<file path="src/design/micng_pkg.sv">
package micng_pkg;

  localparam int RAW_W      = 16;
  localparam int CODE_W     = 12;
  localparam int SAMP_W     = 16;
  localparam int MAG_W      = 15;
  localparam int GAIN_W     = 16;
  localparam int ALPHA_W    = 17;
  localparam int STEP_W     = 16;
  localparam int LEVEL_W    = 17;
  localparam int CFG_IDX_W  = 3;
  localparam int CFG_DATA_W = 17;

  localparam int AVERAGE_TAPS = 8;
  localparam int TAP_AW       = $clog2(AVERAGE_TAPS);
  localparam int MV_W         = 12;
  localparam int SUM_W        = MV_W + TAP_AW;

  localparam int MV_SCALE    = 3300;
  localparam int MV_DIV      = 4095;
  localparam int MV_DIV_SH   = 12;
  localparam int MV_CENTER   = 1650;
  localparam int PROD_W      = 24;
  localparam int RECIP_W     = PROD_W + MV_DIV_SH + 1;
  localparam int RECIP_SHIFT = 24;
  localparam int Q_W         = 12;

  localparam int GAIN_SHIFT = 8;
  localparam int GAIN_RND   = (1 << GAIN_SHIFT) - 1;
  localparam int AVG_PROD_W = MV_W + GAIN_W + 1;
  localparam int CUR_W      = 20;
  localparam int SV_W       = CUR_W + 1;

  localparam int DC_W     = 32;
  localparam int DC_SHIFT = 16;
  localparam int DIFF_W   = CUR_W + DC_SHIFT + 1;
  localparam int HI_W     = DIFF_W - DC_SHIFT + ALPHA_W + 1;
  localparam int LO_W     = DC_SHIFT + ALPHA_W;
  localparam int DCSUM_W  = HI_W + 2;

  localparam int GATE_SHIFT = 15;
  localparam int GATE_RND   = (1 << GATE_SHIFT) - 1;
  localparam int GPROD_W    = SAMP_W + LEVEL_W + 1;
  localparam logic [LEVEL_W-1:0] LEVEL_ONE = LEVEL_W'(1 << GATE_SHIFT);

  localparam logic [CFG_IDX_W-1:0] REG_ENABLE  = 3'd0;
  localparam logic [CFG_IDX_W-1:0] REG_GAIN    = 3'd1;
  localparam logic [CFG_IDX_W-1:0] REG_ALPHA   = 3'd2;
  localparam logic [CFG_IDX_W-1:0] REG_OPEN    = 3'd3;
  localparam logic [CFG_IDX_W-1:0] REG_CLOSE   = 3'd4;
  localparam logic [CFG_IDX_W-1:0] REG_ATTACK  = 3'd5;
  localparam logic [CFG_IDX_W-1:0] REG_RELEASE = 3'd6;

  typedef struct packed {
    logic               enable;
    logic [GAIN_W-1:0]  gain;
    logic [ALPHA_W-1:0] alpha;
    logic [MAG_W-1:0]   open_th;
    logic [MAG_W-1:0]   close_th;
    logic [STEP_W-1:0]  atk_step;
    logic [STEP_W-1:0]  rel_step;
  } cfg_t;

  localparam cfg_t CFG_RESET = '{
    enable:   1'b0,
    gain:     16'd256,
    alpha:    17'd66,
    open_th:  15'd1000,
    close_th: 15'd500,
    atk_step: 16'd328,
    rel_step: 16'd33
  };

  typedef struct packed {
    logic push;
    logic zero;
    logic last;
  } blk_req_t;

  typedef enum logic [3:0] {
    C_IDLE, C_DIV, C_MV, C_SUM, C_GAIN, C_CUR, C_DIFF, C_LO, C_HI, C_DCUP, C_OUT, C_DONE
  } cond_st_t;

  typedef enum logic [1:0] {
    E_IDLE, E_RD, E_MUL, E_PUT
  } emit_st_t;

endpackage

</file>
<file path="src/design/micng_cond.sv">
module micng_cond
  import micng_pkg::*;
(
  input  logic                     clk,
  input  logic                     rst_n,
  input  logic                     start,
  input  logic [CODE_W-1:0]        code,
  input  cfg_t                     cfg,
  output logic                     idle,
  output logic                     done,
  output logic signed [SAMP_W-1:0] samp
);

  cond_st_t state_r, state_nxt;

  logic signed [MV_W-1:0] win_mem [AVERAGE_TAPS];
  logic [AVERAGE_TAPS-1:0] win_vld_r, win_vld_nxt;
  logic [TAP_AW-1:0]       widx_r, widx_nxt;
  logic signed [SUM_W-1:0] sum_r, sum_nxt;
  logic signed [DC_W-1:0]  dc_r, dc_nxt;
  logic                    win_re, win_we;

  logic signed [MV_W-1:0]       old_r;
  logic                         old_vld_r;
  logic [PROD_W-1:0]            p_r;
  logic [Q_W-1:0]               q_r;
  logic signed [MV_W-1:0]       mv_r;
  logic signed [AVG_PROD_W-1:0] aprod_r;
  logic signed [CUR_W-1:0]      cur_r;
  logic signed [DIFF_W-1:0]     diff_r;
  logic [ALPHA_W-1:0]           lo_r;
  logic signed [HI_W-1:0]       hi_r;
  logic signed [SAMP_W-1:0]     s_r;

  logic [PROD_W-1:0]            p_calc;
  logic [RECIP_W-1:0]           recip_sum;
  logic [PROD_W-1:0]            rem;
  logic [Q_W-1:0]               q_fix;
  logic signed [MV_W:0]         mv_wide;
  logic signed [MV_W-1:0]       old_s;
  logic signed [SUM_W-1:0]      sum_calc;
  logic signed [SUM_W-1:0]      avg_bias;
  logic signed [SUM_W-1:0]      avg_full;
  logic signed [MV_W-1:0]       avg;
  logic signed [AVG_PROD_W-1:0] aprod_calc;
  logic signed [AVG_PROD_W-1:0] aprod_bias;
  logic signed [AVG_PROD_W-1:0] cur_full;
  logic signed [DIFF_W-1:0]     diff_calc;
  logic [LO_W-1:0]              lo_calc;
  logic signed [HI_W-1:0]       hi_calc;
  logic signed [DCSUM_W-1:0]    dsum;
  logic signed [DC_W-1:0]       dc_sat;
  logic signed [SV_W-1:0]       sv;
  logic signed [SAMP_W-1:0]     s_sat;

  assign p_calc    = PROD_W'(code) * PROD_W'(MV_SCALE);
  assign recip_sum = RECIP_W'(p_r) + (RECIP_W'(p_r) << MV_DIV_SH);
  assign rem       = p_r - ((PROD_W'(q_r) << MV_DIV_SH) - PROD_W'(q_r));
  assign q_fix     = q_r + Q_W'(rem >= PROD_W'(MV_DIV));
  assign mv_wide   = $signed({1'b0, q_fix}) - (MV_W + 1)'(MV_CENTER);

  assign old_s    = old_vld_r ? old_r : '0;
  assign sum_calc = sum_r - SUM_W'(old_s) + SUM_W'(mv_r);

  assign avg_bias   = sum_r[SUM_W-1] ? sum_r + SUM_W'(AVERAGE_TAPS - 1) : sum_r;
  assign avg_full   = avg_bias >>> TAP_AW;
  assign avg        = avg_full[MV_W-1:0];
  assign aprod_calc = AVG_PROD_W'(avg) * AVG_PROD_W'($signed({1'b0, cfg.gain}));

  assign aprod_bias = aprod_r[AVG_PROD_W-1] ? aprod_r + AVG_PROD_W'(GAIN_RND) : aprod_r;
  assign cur_full   = aprod_bias >>> GAIN_SHIFT;

  assign diff_calc = (DIFF_W'(cur_r) <<< DC_SHIFT) - DIFF_W'(dc_r);
  assign lo_calc   = LO_W'(diff_r[DC_SHIFT-1:0]) * LO_W'(cfg.alpha);
  assign hi_calc   = HI_W'(diff_r >>> DC_SHIFT) * HI_W'($signed({1'b0, cfg.alpha}));

  assign dsum = DCSUM_W'(hi_r) + DCSUM_W'($signed({1'b0, lo_r})) + DCSUM_W'(dc_r);

  always_comb begin
    if (dsum[DCSUM_W-1:DC_W-1] == {(DCSUM_W - DC_W + 1){dsum[DCSUM_W-1]}}) begin
      dc_sat = dsum[DC_W-1:0];
    end else if (dsum[DCSUM_W-1]) begin
      dc_sat = {1'b1, {(DC_W - 1){1'b0}}};
    end else begin
      dc_sat = {1'b0, {(DC_W - 1){1'b1}}};
    end
  end

  assign sv = SV_W'(cur_r) - SV_W'(dc_r >>> DC_SHIFT);

  always_comb begin
    if (sv[SV_W-1:SAMP_W-1] == {(SV_W - SAMP_W + 1){sv[SV_W-1]}}) begin
      s_sat = sv[SAMP_W-1:0];
    end else if (sv[SV_W-1]) begin
      s_sat = {1'b1, {(SAMP_W - 1){1'b0}}};
    end else begin
      s_sat = {1'b0, {(SAMP_W - 1){1'b1}}};
    end
  end

  always_comb begin
    state_nxt   = state_r;
    win_vld_nxt = win_vld_r;
    widx_nxt    = widx_r;
    sum_nxt     = sum_r;
    dc_nxt      = dc_r;
    win_re      = 1'b0;
    win_we      = 1'b0;
    unique case (state_r)
      C_IDLE: begin
        if (start) begin
          win_re    = 1'b1;
          state_nxt = C_DIV;
        end
      end
      C_DIV:  state_nxt = C_MV;
      C_MV:   state_nxt = C_SUM;
      C_SUM: begin
        win_we              = 1'b1;
        win_vld_nxt[widx_r] = 1'b1;
        widx_nxt            = widx_r + TAP_AW'(1);
        sum_nxt             = sum_calc;
        state_nxt           = C_GAIN;
      end
      C_GAIN: state_nxt = C_CUR;
      C_CUR:  state_nxt = C_DIFF;
      C_DIFF: state_nxt = C_LO;
      C_LO:   state_nxt = C_HI;
      C_HI:   state_nxt = C_DCUP;
      C_DCUP: begin
        dc_nxt    = dc_sat;
        state_nxt = C_OUT;
      end
      C_OUT:  state_nxt = C_DONE;
      C_DONE: state_nxt = C_IDLE;
      default: state_nxt = C_IDLE;
    endcase
  end

  always_ff @(posedge clk) begin
    if (!rst_n) begin
      state_r   <= C_IDLE;
      win_vld_r <= '0;
      widx_r    <= '0;
      sum_r     <= '0;
      dc_r      <= '0;
    end else begin
      state_r   <= state_nxt;
      win_vld_r <= win_vld_nxt;
      widx_r    <= widx_nxt;
      sum_r     <= sum_nxt;
      dc_r      <= dc_nxt;
    end
  end

  always_ff @(posedge clk) begin
    if (win_we) begin
      win_mem[widx_r] <= mv_r;
    end
    if (win_re) begin
      old_r     <= win_mem[widx_r];
      old_vld_r <= win_vld_r[widx_r];
    end
  end

  always_ff @(posedge clk) begin
    if (state_r == C_IDLE && start) p_r <= p_calc;
    if (state_r == C_DIV)  q_r     <= recip_sum[RECIP_SHIFT +: Q_W];
    if (state_r == C_MV)   mv_r    <= mv_wide[MV_W-1:0];
    if (state_r == C_GAIN) aprod_r <= aprod_calc;
    if (state_r == C_CUR)  cur_r   <= cur_full[CUR_W-1:0];
    if (state_r == C_DIFF) diff_r  <= diff_calc;
    if (state_r == C_LO)   lo_r    <= lo_calc[LO_W-1:DC_SHIFT];
    if (state_r == C_HI)   hi_r    <= hi_calc;
    if (state_r == C_OUT)  s_r     <= s_sat;
  end

  assign idle = (state_r == C_IDLE);
  assign done = (state_r == C_DONE);
  assign samp = s_r;

endmodule

</file>
<file path="config.mk">
export PLATFORM = sky130hd
export DESIGN_NAME = micng_cond
export DESIGN_NICKNAME = d
export VERILOG_FILES = /design/src/design/micng_pkg.sv /design/src/design/micng_cond.sv
export SDC_FILE = /design/constraint.sdc
export NUM_CORES = 2
export LEC_CHECK = 0
export ABC_CLOCK_PERIOD_IN_PS = 17100
export BUFFER_PORTS_ARGS = -buffer_cell sky130_fd_sc_hd__buf_2
export CORE_ASPECT_RATIO = 0.8
export CORE_UTILIZATION = 40
export DETAILED_ROUTE_END_ITERATION = 8
export GPL_TIMING_DRIVEN = 0
export RECOVER_POWER = 50
export SYNTH_ARGS = -nofsm -noshare
export SYNTH_HDL_FRONTEND = slang
export SYNTH_SLANG_ARGS = --single-unit
</file>
<file path="constraint.sdc">
create_clock -name clk -period 17.1 [get_ports clk]
set_input_delay 3.42 -clock clk [delete_from_list [all_inputs] [get_ports clk]]
set_output_delay 3.42 -clock clk [all_outputs]
set_load 0.02 [all_outputs]
</file>
==> results.md <==
- Post-synth EDFFs: 313
- WL final: 131 mm
- Die area: 128000 um2
- Failing checks: capacitance limit, slew limit
- Crit path launch type: input port
- Core area: 125000 um2
- Asr flop ratio synth: 0%
- Clock H-tree levels: 2
- Buf+Inv Stages, Crit Path: 7
- Clock skew: 22.7 ps
- Sink Count: 375
- Routability cong.: 0.947
- Num CTS Buffers: 41
- Die Y: 320 um
- Postcts setup bufs: 0
- Worst-Margin Slew: 1860 ps
- Fin crit share: 67.6%
- DRC: 0
- Antenna violations before repair: 8
- Critical Path End Type: register
- Initial core utilization: 40.3%
- Netlist cell types: 76
- Fin cells: 6961
- Predominant post-synthesis flop cell: edfxtp_1
- Hold_buf cts: 0
- First-pass GRT wire length: 207 mm
- Peak VDD IR: 0.000274 V
- DR WL/cell: 18.9 um
- Worst-Skew Late Latency: 600 ps
- DP HPWL: 108 mm
- Status: complete, but fails checks
- Worst min path class: register to register
- Number of global-route vias before repair: 36.0k
- Register area share after synthesis: 21.1%
- Remaining Overflow, GRT: 0
- Antenna Nets Post-Route: 0
- Leakage: 25.3 nW
- Fin. Hold Viols: 0
- Clock-pin slew on the worst setup and hold paths: 60 ps
- DR pass1 iterations: 5
- Crit path required time: 17420 ps
- Ports: 129
- PostCTS Resize Cnt: 0
- Syn Area/Cell: 9.76 um2
- Fin area: 54300 um2
- Count of final setup violators: 0
- DR iter-0 viols: 2427
- TritonCTS clock tree: done
- Worst Path Arrival: 11880 ps
- Placed cells: 6882
- Fin crit period: 11560 ps
- Worst rel slew slack: -23.8%
- Tot GR Track Use: 21.0%
- Crit-path leading delay family: adder cells
- RSZ-0062 raised after global routing: no
- Max Clk Rate: 0.0865 GHz
- Fillers: 12.1k
- Chip width: 399 um
- Max Slew Vio Count: 34
- Placement Cell Area: 53000 um2
- Via/cell ratio: 5.11
- Critical-path top delay cell: clkbuf_1
- Pwr Total: 7.38 mW
- Nets: 6656
- Area delta synth->final: 7.55%
- WS Path Type: input port to register
- CTS max path bufs: 3
- Clock root cell: clkbuf_16
- Synth Net Count: 6551
- Crit-path most repeated cell: fa_1
- CP max stage delay: 830 ps
- Site row count: 116
- Max-Cap Viols: 1
- Pwr per Cell Area: 136 nW/um2
- Port Buf Inserts: 48
- Layout cells sized above 1: 3.79%
- Largest net degree at the start of global routing: 36
- Seq cells post-synth: 375
- Post-Syn Area: 50500 um2
- Synthesized instance count: 5168
- Setup TNS: 0 ps
- Worst-path fanout max: 11
- Routed vias: 35.6k
- Warnings, synthesis: 0
[power by group]
part           internal (mW)  switching [mW]  leakage, nW  total (mW)
logic                   2.13            2.99         21.3        5.12
registers               1.28          0.0522         3.33        1.33
clock network          0.533           0.391        0.677       0.925
[synth_stat cells, types with 22 or more instances]
master,instances,area share [%]
a21oi_1,186,1.8
nand4_1,25,0.31
a21o_1,70,1.0
inv_1,1060,7.9
mux4_2,26,1.2
nand2b_1,30,0.37
o21bai_1,28,0.42
nand3_1,44,0.44
clkbuf_1,190,1.4
o21a_1,29,0.43
nor2_1,157,1.2
a221o_1,22,0.44
ha_1,504,12
and2_1,318,3.9
o21ai_0,99,0.98
nor3_1,56,0.56
xor2_1,75,1.3
fa_1,768,30
edfxtp_1,313,19
nand2_1,652,4.9
xnor2_1,181,3.1
a211oi_1,23,0.34
dfxtp_1,62,2.5
[flip-flops by register name, indices dropped and copies added, names as in the netlist]
signal     count
win_mem       96
hi_r          39
diff_r        37
dc_r          32
aprod_r       29
p_r           22
cur_r         20
lo_r          17
samp          16
sum_r         15
mv_r          12
old_r         12
q_r           12
win_vld_r      8
state_r        4
widx_r         3
old_vld_r      1
[layer usage]
metal,part of all wire [%],vias to the layer above,GRT usage [%]
met2,45,981,33.1
met1,45,17893,29.8
met5,0.018,-,0
met4,2.8,4,5.30
met3,6.6,154,3.75
li1,-,16551,-
[layout by cell type (no fill, tap or decap), drive strengths merged, types with 157 or more instances in the layout]
master,instances
ha,504
nand2,652
nor2,157
fa,768
inv,1063
xnor2,181
and2,318
a21oi,186
clkbuf,259
edfxtp,313
[cells by family after synthesis]
kind of cell,synth area share (%)
simple gates,13.1
fa+ha+maj,43.0
buf+inv,9.42
compound gates,7.39
flops,21.1
xor+xnor,4.44
mux,1.60
[stage by stage]
stage | setup WS [ps] | hold slack [ps] | utilization [%]
final | 5540 | 453 | 43.4
after global routing | 5350 | 469 | 43.4
after CTS | 5730 | 452 | 43.5
after detailed placement | 5100 | 443 | 42.4
after global placement | 5240 | 439 | 42.2
after floorplan | 7280 | 432 | -
[final timing paths]
check | startpoint | endpoint | slack [ps] | depth (start not counted)
setup / recovery | cfg[69] | lo_r[16] | 5540 | 26
hold / removal | sum_r[6] | sum_r[6] | 450 | 2
setup reg to reg | diff_r[6] | lo_r[16] | 8570 | 26
hold reg to reg | sum_r[6] | sum_r[6] | 450 | 2
[worst register-to-register path, stage by stage, from the launching register on]
cell and delay, ps:
edfxtp_1 320, clkbuf_1 490, clkbuf_1 520, nand2_1 180, fa_1 590, inv_1 60, fa_1 530, inv_1 50
fa_1 490, inv_1 50, fa_1 490, inv_1 60, fa_1 520, inv_1 50, fa_1 480, ha_1 320
a21o_1 190, a21oi_1 170, o21ai_0 110, a21oi_1 140, a2bb2oi_1 510, o21ai_0 360, o31ai_1 580, o2111a_1 350
o21ai_0 150, a31oi_1 250, xnor2_1 280
[cell type report]
| type | instances | area [um2] | area share, % |
|---|---|---|---|
| clock buffers | 52 | 1080 | 1.99 |
| inverters | 1060 | 3980 | 7.33 |
| flip-flops and latches | 375 | 10600 | 19.6 |
| repair buffers | 62 | 319 | 0.588 |
| multi-input cells | 3533 | 35100 | 64.6 |
| well taps | 1652 | 2070 | 3.81 |
| diodes | 3 | 7.51 | 0.0138 |
| clock inverters | 24 | 329 | 0.606 |
| plain buffers | 200 | 772 | 1.42 |
No activity file was read; power rests on OpenSTA's default activity.
