## config.mk

```make
export PLATFORM = sky130hd
export DESIGN_NAME = micng_blk_flat
export DESIGN_NICKNAME = d
export VERILOG_FILES = /design/src/design/micng_pkg.sv /design/src/design/micng_if.sv /design/src/design/micng_blk.sv /design/src/flat_wrapper.sv
export SDC_FILE = /design/constraint.sdc
export NUM_CORES = 2
export LEC_CHECK = 0
export BUFFER_PORTS_ARGS = -buffer_cell sky130_fd_sc_hd__buf_2
export CORE_MARGIN = 8
export CORE_UTILIZATION = 65
export CTS_BUF_LIST = sky130_fd_sc_hd__clkbuf_2 sky130_fd_sc_hd__clkbuf_4 sky130_fd_sc_hd__clkbuf_8
export DETAILED_ROUTE_END_ITERATION = 10
export PLACE_DENSITY = 0.82
export SLEW_MARGIN = 20
export SYNTH_ARGS = -nofsm -noshare
export SYNTH_HDL_FRONTEND = slang
export SYNTH_SLANG_ARGS = --single-unit
```

## constraint.sdc

```tcl
create_clock -name clk -period 10.3 [get_ports clk]
set_input_delay 0.515 -clock clk [delete_from_list [all_inputs] [get_ports clk]]
set_output_delay 0.515 -clock clk [all_outputs]
set_load 0.005 [all_outputs]
```

## src/design/micng_pkg.sv

```systemverilog
package micng_pkg;

  localparam int RAW_W      = 16;
  localparam int CODE_W     = 12;
  localparam int SAMP_W     = 16;
  localparam int MAG_W      = 15;
  localparam int GAIN_W     = 16;
  localparam int ALPHA_W    = 17;
  localparam int STEP_W     = 16;
  localparam int LEVEL_W    = 17;
  localparam int CFG_IDX_W  = 3;
  localparam int CFG_DATA_W = 17;

  localparam int AVERAGE_TAPS = 8;
  localparam int TAP_AW       = $clog2(AVERAGE_TAPS);
  localparam int MV_W         = 12;
  localparam int SUM_W        = MV_W + TAP_AW;

  localparam int MV_SCALE    = 3300;
  localparam int MV_DIV      = 4095;
  localparam int MV_DIV_SH   = 12;
  localparam int MV_CENTER   = 1650;
  localparam int PROD_W      = 24;
  localparam int RECIP_W     = PROD_W + MV_DIV_SH + 1;
  localparam int RECIP_SHIFT = 24;
  localparam int Q_W         = 12;

  localparam int GAIN_SHIFT = 8;
  localparam int GAIN_RND   = (1 << GAIN_SHIFT) - 1;
  localparam int AVG_PROD_W = MV_W + GAIN_W + 1;
  localparam int CUR_W      = 20;
  localparam int SV_W       = CUR_W + 1;

  localparam int DC_W     = 32;
  localparam int DC_SHIFT = 16;
  localparam int DIFF_W   = CUR_W + DC_SHIFT + 1;
  localparam int HI_W     = DIFF_W - DC_SHIFT + ALPHA_W + 1;
  localparam int LO_W     = DC_SHIFT + ALPHA_W;
  localparam int DCSUM_W  = HI_W + 2;

  localparam int GATE_SHIFT = 15;
  localparam int GATE_RND   = (1 << GATE_SHIFT) - 1;
  localparam int GPROD_W    = SAMP_W + LEVEL_W + 1;
  localparam logic [LEVEL_W-1:0] LEVEL_ONE = LEVEL_W'(1 << GATE_SHIFT);

  localparam logic [CFG_IDX_W-1:0] REG_ENABLE  = 3'd0;
  localparam logic [CFG_IDX_W-1:0] REG_GAIN    = 3'd1;
  localparam logic [CFG_IDX_W-1:0] REG_ALPHA   = 3'd2;
  localparam logic [CFG_IDX_W-1:0] REG_OPEN    = 3'd3;
  localparam logic [CFG_IDX_W-1:0] REG_CLOSE   = 3'd4;
  localparam logic [CFG_IDX_W-1:0] REG_ATTACK  = 3'd5;
  localparam logic [CFG_IDX_W-1:0] REG_RELEASE = 3'd6;

  typedef struct packed {
    logic               enable;
    logic [GAIN_W-1:0]  gain;
    logic [ALPHA_W-1:0] alpha;
    logic [MAG_W-1:0]   open_th;
    logic [MAG_W-1:0]   close_th;
    logic [STEP_W-1:0]  atk_step;
    logic [STEP_W-1:0]  rel_step;
  } cfg_t;

  localparam cfg_t CFG_RESET = '{
    enable:   1'b0,
    gain:     16'd256,
    alpha:    17'd66,
    open_th:  15'd1000,
    close_th: 15'd500,
    atk_step: 16'd328,
    rel_step: 16'd33
  };

  typedef struct packed {
    logic push;
    logic zero;
    logic last;
  } blk_req_t;

  typedef enum logic [3:0] {
    C_IDLE, C_DIV, C_MV, C_SUM, C_GAIN, C_CUR, C_DIFF, C_LO, C_HI, C_DCUP, C_OUT, C_DONE
  } cond_st_t;

  typedef enum logic [1:0] {
    E_IDLE, E_RD, E_MUL, E_PUT
  } emit_st_t;

endpackage

```

## src/design/micng_if.sv

```systemverilog


interface micng_out_if import micng_pkg::*; ();
  logic                     valid;
  logic                     ready;
  logic signed [SAMP_W-1:0] sample_out;
  logic                     last_out;

  modport source (output valid, sample_out, last_out, input ready);
  modport sink   (input valid, sample_out, last_out, output ready);
endinterface


```

## src/design/micng_blk.sv

```systemverilog
module micng_blk
  import micng_pkg::*;
#(
  parameter int BLOCK_MAX = 64
)
(
  input  logic                     clk,
  input  logic                     rst_n,
  input  blk_req_t                 req,
  input  logic signed [SAMP_W-1:0] samp,
  input  cfg_t                     cfg,
  output logic                     idle,
  micng_out_if.source              out_if
);

  localparam int CNT_W  = $clog2(BLOCK_MAX + 1);
  localparam int ADDR_W = (BLOCK_MAX > 1) ? $clog2(BLOCK_MAX) : 1;

  emit_st_t state_r, state_nxt;

  logic signed [SAMP_W-1:0] store [BLOCK_MAX];

  logic [CNT_W-1:0]   cnt_r, cnt_nxt;
  logic [CNT_W-1:0]   n_r, n_nxt;
  logic [CNT_W-1:0]   k_r, k_nxt;
  logic [MAG_W-1:0]   peak_r, peak_nxt;
  logic               open_r, open_nxt;
  logic [LEVEL_W-1:0] level_r, level_nxt;
  logic               zmode_r, zmode_nxt;
  logic               out_valid_r, out_valid_nxt;

  logic                      zlast_r;
  logic signed [SAMP_W-1:0]  rd_r;
  logic signed [GPROD_W-1:0] gprod_r;
  logic signed [SAMP_W-1:0]  out_samp_r;
  logic                      out_last_r;

  logic               st_we, st_re, load;
  logic [SAMP_W-1:0]  abs_w;
  logic [MAG_W-1:0]   mag;
  logic [MAG_W-1:0]   peak_new;
  logic [CNT_W-1:0]   cnt_inc;
  logic [CNT_W-1:0]   k_inc;
  logic               blk_end;
  logic               open_new;
  logic               last_k;
  logic [LEVEL_W:0]   level_up;
  logic [LEVEL_W-1:0] level_ramp;

  logic signed [GPROD_W-1:0] gbias;
  logic signed [GPROD_W-1:0] gfull;

  assign abs_w    = samp[SAMP_W-1] ? (~samp + SAMP_W'(1)) : samp;
  assign mag      = abs_w[SAMP_W-1] ? {MAG_W{1'b1}} : abs_w[MAG_W-1:0];
  assign peak_new = (mag > peak_r) ? mag : peak_r;
  assign cnt_inc  = cnt_r + CNT_W'(1);
  assign blk_end  = req.last || (cnt_inc == CNT_W'(BLOCK_MAX));
  assign k_inc    = k_r + CNT_W'(1);
  assign last_k   = (k_inc == n_r);

  always_comb begin
    if (!open_r && peak_new > cfg.open_th) begin
      open_new = 1'b1;
    end else if (open_r && peak_new < cfg.close_th) begin
      open_new = 1'b0;
    end else begin
      open_new = open_r;
    end
  end

  assign level_up = (LEVEL_W + 1)'(level_r) + (LEVEL_W + 1)'(cfg.atk_step);

  always_comb begin
    level_ramp = level_r;
    if (open_r && level_r < LEVEL_ONE) begin
      level_ramp = (level_up > (LEVEL_W + 1)'(LEVEL_ONE)) ? LEVEL_ONE : level_up[LEVEL_W-1:0];
    end else if (!open_r && level_r != '0) begin
      level_ramp = (LEVEL_W'(cfg.rel_step) >= level_r) ? '0 : level_r - LEVEL_W'(cfg.rel_step);
    end
  end

  assign gbias = gprod_r[GPROD_W-1] ? gprod_r + GPROD_W'(GATE_RND) : gprod_r;
  assign gfull = gbias >>> GATE_SHIFT;

  always_comb begin
    state_nxt     = state_r;
    cnt_nxt       = cnt_r;
    n_nxt         = n_r;
    k_nxt         = k_r;
    peak_nxt      = peak_r;
    open_nxt      = open_r;
    level_nxt     = level_r;
    zmode_nxt     = zmode_r;
    out_valid_nxt = out_valid_r;
    st_we         = 1'b0;
    st_re         = 1'b0;
    load          = 1'b0;
    if (out_if.ready) out_valid_nxt = 1'b0;
    unique case (state_r)
      E_IDLE: begin
        if (req.push) begin
          st_we = 1'b1;
          if (blk_end) begin
            open_nxt  = open_new;
            n_nxt     = cnt_inc;
            k_nxt     = '0;
            cnt_nxt   = '0;
            peak_nxt  = '0;
            zmode_nxt = 1'b0;
            state_nxt = E_RD;
          end else begin
            cnt_nxt  = cnt_inc;
            peak_nxt = peak_new;
          end
        end else if (req.zero) begin
          zmode_nxt = 1'b1;
          state_nxt = E_PUT;
        end
      end
      E_RD: begin
        st_re     = 1'b1;
        level_nxt = level_ramp;
        state_nxt = E_MUL;
      end
      E_MUL: state_nxt = E_PUT;
      E_PUT: begin
        if (!out_valid_r || out_if.ready) begin
          load          = 1'b1;
          out_valid_nxt = 1'b1;
          if (zmode_r || last_k) begin
            state_nxt = E_IDLE;
          end else begin
            k_nxt     = k_inc;
            state_nxt = E_RD;
          end
        end
      end
      default: state_nxt = E_IDLE;
    endcase
  end

  always_ff @(posedge clk) begin
    if (!rst_n) begin
      state_r     <= E_IDLE;
      cnt_r       <= '0;
      n_r         <= '0;
      k_r         <= '0;
      peak_r      <= '0;
      open_r      <= 1'b0;
      level_r     <= '0;
      zmode_r     <= 1'b0;
      out_valid_r <= 1'b0;
    end else begin
      state_r     <= state_nxt;
      cnt_r       <= cnt_nxt;
      n_r         <= n_nxt;
      k_r         <= k_nxt;
      peak_r      <= peak_nxt;
      open_r      <= open_nxt;
      level_r     <= level_nxt;
      zmode_r     <= zmode_nxt;
      out_valid_r <= out_valid_nxt;
    end
  end

  always_ff @(posedge clk) begin
    if (st_we) begin
      store[cnt_r[ADDR_W-1:0]] <= samp;
    end
    if (st_re) begin
      rd_r <= store[k_r[ADDR_W-1:0]];
    end
  end

  always_ff @(posedge clk) begin
    if (state_r == E_IDLE && req.zero) zlast_r <= req.last;
    if (state_r == E_MUL) begin
      gprod_r <= GPROD_W'(rd_r) * GPROD_W'($signed({1'b0, level_r}));
    end
    if (load) begin
      out_samp_r <= zmode_r ? '0 : gfull[SAMP_W-1:0];
      out_last_r <= zmode_r ? zlast_r : last_k;
    end
  end

  assign idle              = (state_r == E_IDLE);
  assign out_if.valid      = out_valid_r;
  assign out_if.sample_out = out_samp_r;
  assign out_if.last_out   = out_last_r;

endmodule

```

## src/flat_wrapper.sv

```systemverilog
// flat-port wrapper written by rule: the top's interface ports become plain ports
module micng_blk_flat import micng_pkg::*;
#(
  parameter int BLOCK_MAX = 64
)
  (clk, rst_n, req, samp, cfg, idle, out_if_valid, out_if_sample_out, out_if_last_out, out_if_ready);
  micng_out_if out_if_i ();
  input  logic clk;
  input  logic rst_n;
  input  blk_req_t req;
  input  logic signed [SAMP_W-1:0] samp;
  input  cfg_t cfg;
  output logic idle;
  output wire logic [$bits(out_if_i.valid)-1:0] out_if_valid;
  output wire logic [$bits(out_if_i.sample_out)-1:0] out_if_sample_out;
  output wire logic [$bits(out_if_i.last_out)-1:0] out_if_last_out;
  input wire logic [$bits(out_if_i.ready)-1:0] out_if_ready;
  assign out_if_valid = out_if_i.valid;
  assign out_if_sample_out = out_if_i.sample_out;
  assign out_if_last_out = out_if_i.last_out;
  assign out_if_i.ready = out_if_ready;
  micng_blk #(.BLOCK_MAX(BLOCK_MAX)) u_core (.clk(clk), .rst_n(rst_n), .req(req), .samp(samp), .cfg(cfg), .idle(idle), .out_if(out_if_i));
endmodule
```

==> impl_results.html <==
<table>
<tr><th>Metric</th><th>Value</th></tr>
<tr><th colspan="2">Timing</th></tr>
<tr><td>Number of setup violations in the final report</td><td>0</td></tr>
<tr><td>Setup TNS</td><td>0 ps</td></tr>
<tr><td>Clock tree skew after final layout</td><td>43.59 ps</td></tr>
<tr><td>Worst slew margin</td><td>0.2630</td></tr>
<tr><td>Maximum clock rate</td><td>0.1421 GHz</td></tr>
<tr><td>Count of final hold-check violations</td><td>0</td></tr>
<tr><td>Pins over their slew limit</td><td>0</td></tr>
<tr><td>Crit share post-route</td><td>0.6832</td></tr>
<tr><td>Setup repair after global routing missed its margin</td><td>false</td></tr>
<tr><td>Actual slew at the worst max-slew pin</td><td>1104 ps</td></tr>
<tr><td>Time the final worst path needs with I/O delays and setup</td><td>7037 ps</td></tr>
<tr><td>Post-layout worst setup margin</td><td>3263 ps</td></tr>
<tr><th colspan="2">Final layout</th></tr>
<tr><td>Number of nets in the finished design</td><td>4317</td></tr>
<tr><td>Share of post-route cells with drive strength above 1</td><td>0.2183</td></tr>
<tr><td>Filler cell count</td><td>between 5000 and 6000</td></tr>
<tr><td>Area taken by multi-input logic gates</td><td>21110 sq um</td></tr>
<tr><td>Sequential cell area</td><td>33910 sq um</td></tr>
<tr><td>Synth-to-Final Area Change</td><td>9.753%</td></tr>
<tr><th colspan="2">Die</th></tr>
<tr><td>Floorplan die area</td><td>97360 sq um</td></tr>
<tr><td>Initial core utilization</td><td>0.6566</td></tr>
<tr><td>Placeable core region</td><td>86750 sq um</td></tr>
<tr><td>Die height</td><td>about 310 um</td></tr>
<tr><td>Ports placed on the boundary</td><td>137</td></tr>
<tr><td>Die span in x</td><td>312.0 um</td></tr>
<tr><td>Standard-cell row count</td><td>around 110</td></tr>
<tr><th colspan="2">Power</th></tr>
<tr><td>VDD IR max</td><td>0.0002606 V</td></tr>
<tr><td>Static Leak</td><td>22.16 nW</td></tr>
<tr><td>Cell area power density</td><td>roughly 230 nW/um^2</td></tr>
<tr><th colspan="2">Place</th></tr>
<tr><td>Placement-stage worst setup slack</td><td>3335 ps</td></tr>
<tr><td>Routability congestion estimate</td><td>0.8841</td></tr>
<tr><td>Quantity of I/O buffers inserted on ports</td><td>102</td></tr>
<tr><td>Post-DP HPWL</td><td>89.97 mm</td></tr>
<tr><th colspan="2">Synth</th></tr>
<tr><td>Count of state elements after synthesis</td><td>1148</td></tr>
<tr><td>Sequential share of the synthesized area</td><td>0.5950</td></tr>
<tr><td>Synth Warn #</td><td>0</td></tr>
<tr><td>Cells after Synth</td><td>3568</td></tr>
<tr><td>Post-synth top flop</td><td>edfxtp_1</td></tr>
<tr><td>Post-Syn Area per Cell</td><td>15.96 sq um</td></tr>
<tr><td>Async S/R FF share, synth</td><td>0</td></tr>
<tr><td>Syn Std Cell Area</td><td>56960 sq um</td></tr>
<tr><td>Post-synth net total</td><td>4103</td></tr>
<tr><td>Unique masters post-synth</td><td>83</td></tr>
<tr><td>Number of flops mapped to enable cells by yosys</td><td>1090</td></tr>
<tr><th colspan="2">Clock tree</th></tr>
<tr><td>Clock tree buffer depth</td><td>3</td></tr>
<tr><td>Worst skew pair latency</td><td>830 ps</td></tr>
<tr><td>Htree depth</td><td>4</td></tr>
<tr><td>Clock root buffer</td><td>clkbuf_8</td></tr>
<tr><td>Buffers inserted by post-CTS timing repair</td><td>0</td></tr>
<tr><td>Post-CTS Hold Buffers</td><td>0</td></tr>
<tr><td>Number of buffers created by CTS</td><td>172</td></tr>
<tr><td>Cells resized by post-CTS repair</td><td>0</td></tr>
<tr><td># clock sinks</td><td>1148</td></tr>
<tr><td>Clock slew seen by the registers of the worst setup and hold paths</td><td>60 ps</td></tr>
<tr><td>Clock tree from TritonCTS</td><td>yes</td></tr>
<tr><th colspan="2">Routing</th></tr>
<tr><td>Detailed-route via count</td><td>32954</td></tr>
<tr><td>Vias per cell</td><td>6.491</td></tr>
<tr><td>Antenna Nets Post-Route</td><td>0</td></tr>
<tr><td>Iteration count of the initial detailed-routing pass</td><td>6</td></tr>
<tr><td>Violation count after the first detailed-routing iteration</td><td>3664</td></tr>
<tr><td>Routed wire length</td><td>approximately 140 mm</td></tr>
<tr><td>Routed wirelength normalized by instance count</td><td>about 27 um</td></tr>
<tr><td>DRC Markers</td><td>0</td></tr>
<tr><th colspan="2">Setup path</th></tr>
<tr><td>Data required, critical path</td><td>10850 ps</td></tr>
<tr><td>Critical Setup Path Class</td><td>flop to flop</td></tr>
<tr><td>Sort of element at the start of the critical path</td><td>flop</td></tr>
<tr><td>CP Data Arrival Time</td><td>7580 ps</td></tr>
<tr><td>Worst-path fanout max</td><td>20</td></tr>
<tr><td>Sort of element at the end of the critical path</td><td>flop</td></tr>
<tr><th colspan="2">Flow run</th></tr>
<tr><td># Max-Cap Violations</td><td>0</td></tr>
<tr><th colspan="2">Global route</th></tr>
<tr><td>Number of antenna violations at the first check in global routing</td><td>9</td></tr>
<tr><td>Layer with the highest usage</td><td>met2</td></tr>
<tr><td>Total overflow reported by the global router</td><td>0</td></tr>
<tr><td>Global routing met1 resource utilization</td><td>0.3541</td></tr>
<tr><td>Number of global-route vias before repair</td><td>34132</td></tr>
<tr><td>Global routing usage summed across all routing layers</td><td>0.2865</td></tr>
<tr><td>Fraction of met2 tracks used by global routing</td><td>0.4753</td></tr>
<tr><td>Met3 Use GR</td><td>0.07042</td></tr>
<tr><td>Wire length of the first global-routing pass</td><td>208.8 mm</td></tr>
<tr><td>Largest net degree at the start of global routing</td><td>137</td></tr>
<tr><th colspan="2">Outcome</th></tr>
<tr><td>Outcome</td><td>finished clean</td></tr>
<tr><th colspan="2">Hold path</th></tr>
<tr><td>Type of the worst min-delay path</td><td>input port to flop</td></tr>
</table>
[stage by stage]
| stage | area, sq um | hold WS [ps] | util | power, mW | std cells |
|---|---|---|---|---|---|
| finish | 62520 | 90.84 | 0.7206 | 14.51 | 5077 |
| global route | 62510 | 44.00 | 0.7205 | 15.38 | 5075 |
| CTS | 62490 | 4.003 | 0.7203 | 14.58 | 5072 |
| detailed placement | 59040 | 465.4 | 0.6805 | 10.84 | 4763 |
| global placement | 59040 | 454.5 | 0.6805 | 10.72 | 4763 |
| floorplan | 56960 | 443.7 | - | 9.296 | 3568 |
[cells in the mapped netlist (15+ instances only)]
cell      instances  area [sq um]
a211oi_1         16         120.1
a21o_1           25         187.7
a21oi_1          79         395.4
a31oi_1          21         131.4
and2_1          135         844.6
buf_1            15         56.30
buf_2            20         100.1
clkbuf_1        115         431.7
dfxtp_1          58          1161
edfxtp_1       1090         32730
fa_1            210          4204
ha_1            207          2590
inv_1           335          1257
mux4_2          336          7567
nand2_1         218         818.3
nand2b_1         16         100.1
nand3_1          41         205.2
nand4_1          25         156.4
nor2_1          166         623.1
nor3_1           32         160.2
o21ai_0          54         270.3
xnor2_1          43         376.6
xor2_1           40         350.3
[power breakdown]
part | switching, mW | internal [mW]
logic | 3.00 | 2.05
clock network | 1.75 | 1.99
registers | 0.273 | 5.45
total | 5.02 | 9.49
[cell families after synthesis]
kind of cell               Yosys count  share of synthesized area
AOI/OAI and AO/OA                  320                    0.03701
xor gates and xnor gates            83                    0.01276
adders and majority gates          417                     0.1193
buffers and inverters              504                    0.03504
DFF                               1148                     0.5950
muxes                              354                     0.1363
and+or+nand+nor                    742                    0.06460
[worst paths after layout]
check             cells past startpoint  slack [ps]               from                  to
setup reg to reg                     19        3260  u_core.level_r[9]  u_core.gprod_r[33]
hold / removal                        1          90             req[0]      u_core.zlast_r
setup / recovery                     19        3260  u_core.level_r[9]  u_core.gprod_r[33]
hold reg to reg                       2         490    u_core.cnt_r[6]     u_core.cnt_r[6]
[registers in the layout, summed over array words and instances (netlist names), 2 cells and up]
signal	flops
u_core.cnt_r	7
u_core.gprod_r	32
u_core.k_r	7
u_core.level_r	17
u_core.n_r	7
u_core.out_if.sample_out	16
u_core.peak_r	15
u_core.rd_r	16
u_core.state_r	2
u_core.store	1024
[cells in the final DEF, fill, tap and decap left out, types with 102 or more instances in the layout]
| master | count |
|---|---|
| edfxtp_1 | 1090 |
| nor2_1 | 166 |
| clkbuf_8 | 176 |
| ha_1 | 207 |
| and2_1 | 135 |
| mux4_2 | 336 |
| buf_4 | 103 |
| buf_2 | 102 |
| fa_1 | 210 |
| nand2_1 | 218 |
| inv_1 | 335 |
[metal layers]
metal,vias to the layer above,part of all wire
met4,6,0.050
met5,-,0.00045
met1,16707,0.35
met3,419,0.10
met2,1935,0.50
li1,13887,-
[critical path, stage by stage, from the launching register on]
cell,delay (ps)
dfxtp_1,1050
nand2_1,170
fa_1,540
fa_1,460
fa_1,550
inv_1,60
fa_1,480
fa_1,490
inv_1,50
fa_1,490
inv_1,40
ha_1,380
and3_1,240
and3_1,210
a2111oi_2,360
nor2_1,170
a221o_1,440
a211oi_1,280
o21ai_1,140
xnor2_1,140
[area by class of cell]
cell class                      instances  area share
Antenna cell                            5   0.0002001
Clock buffer                          226     0.04475
Clock inverter                         83     0.01051
Tap cell                             1155     0.02312
Sequential cell                      1148      0.5424
Inverter                              337     0.02023
Multi-Input combinational cell       1916      0.3376
Timing Repair Buffer                  207     0.02118
Note: power is estimated with default switching activity, not from simulation.
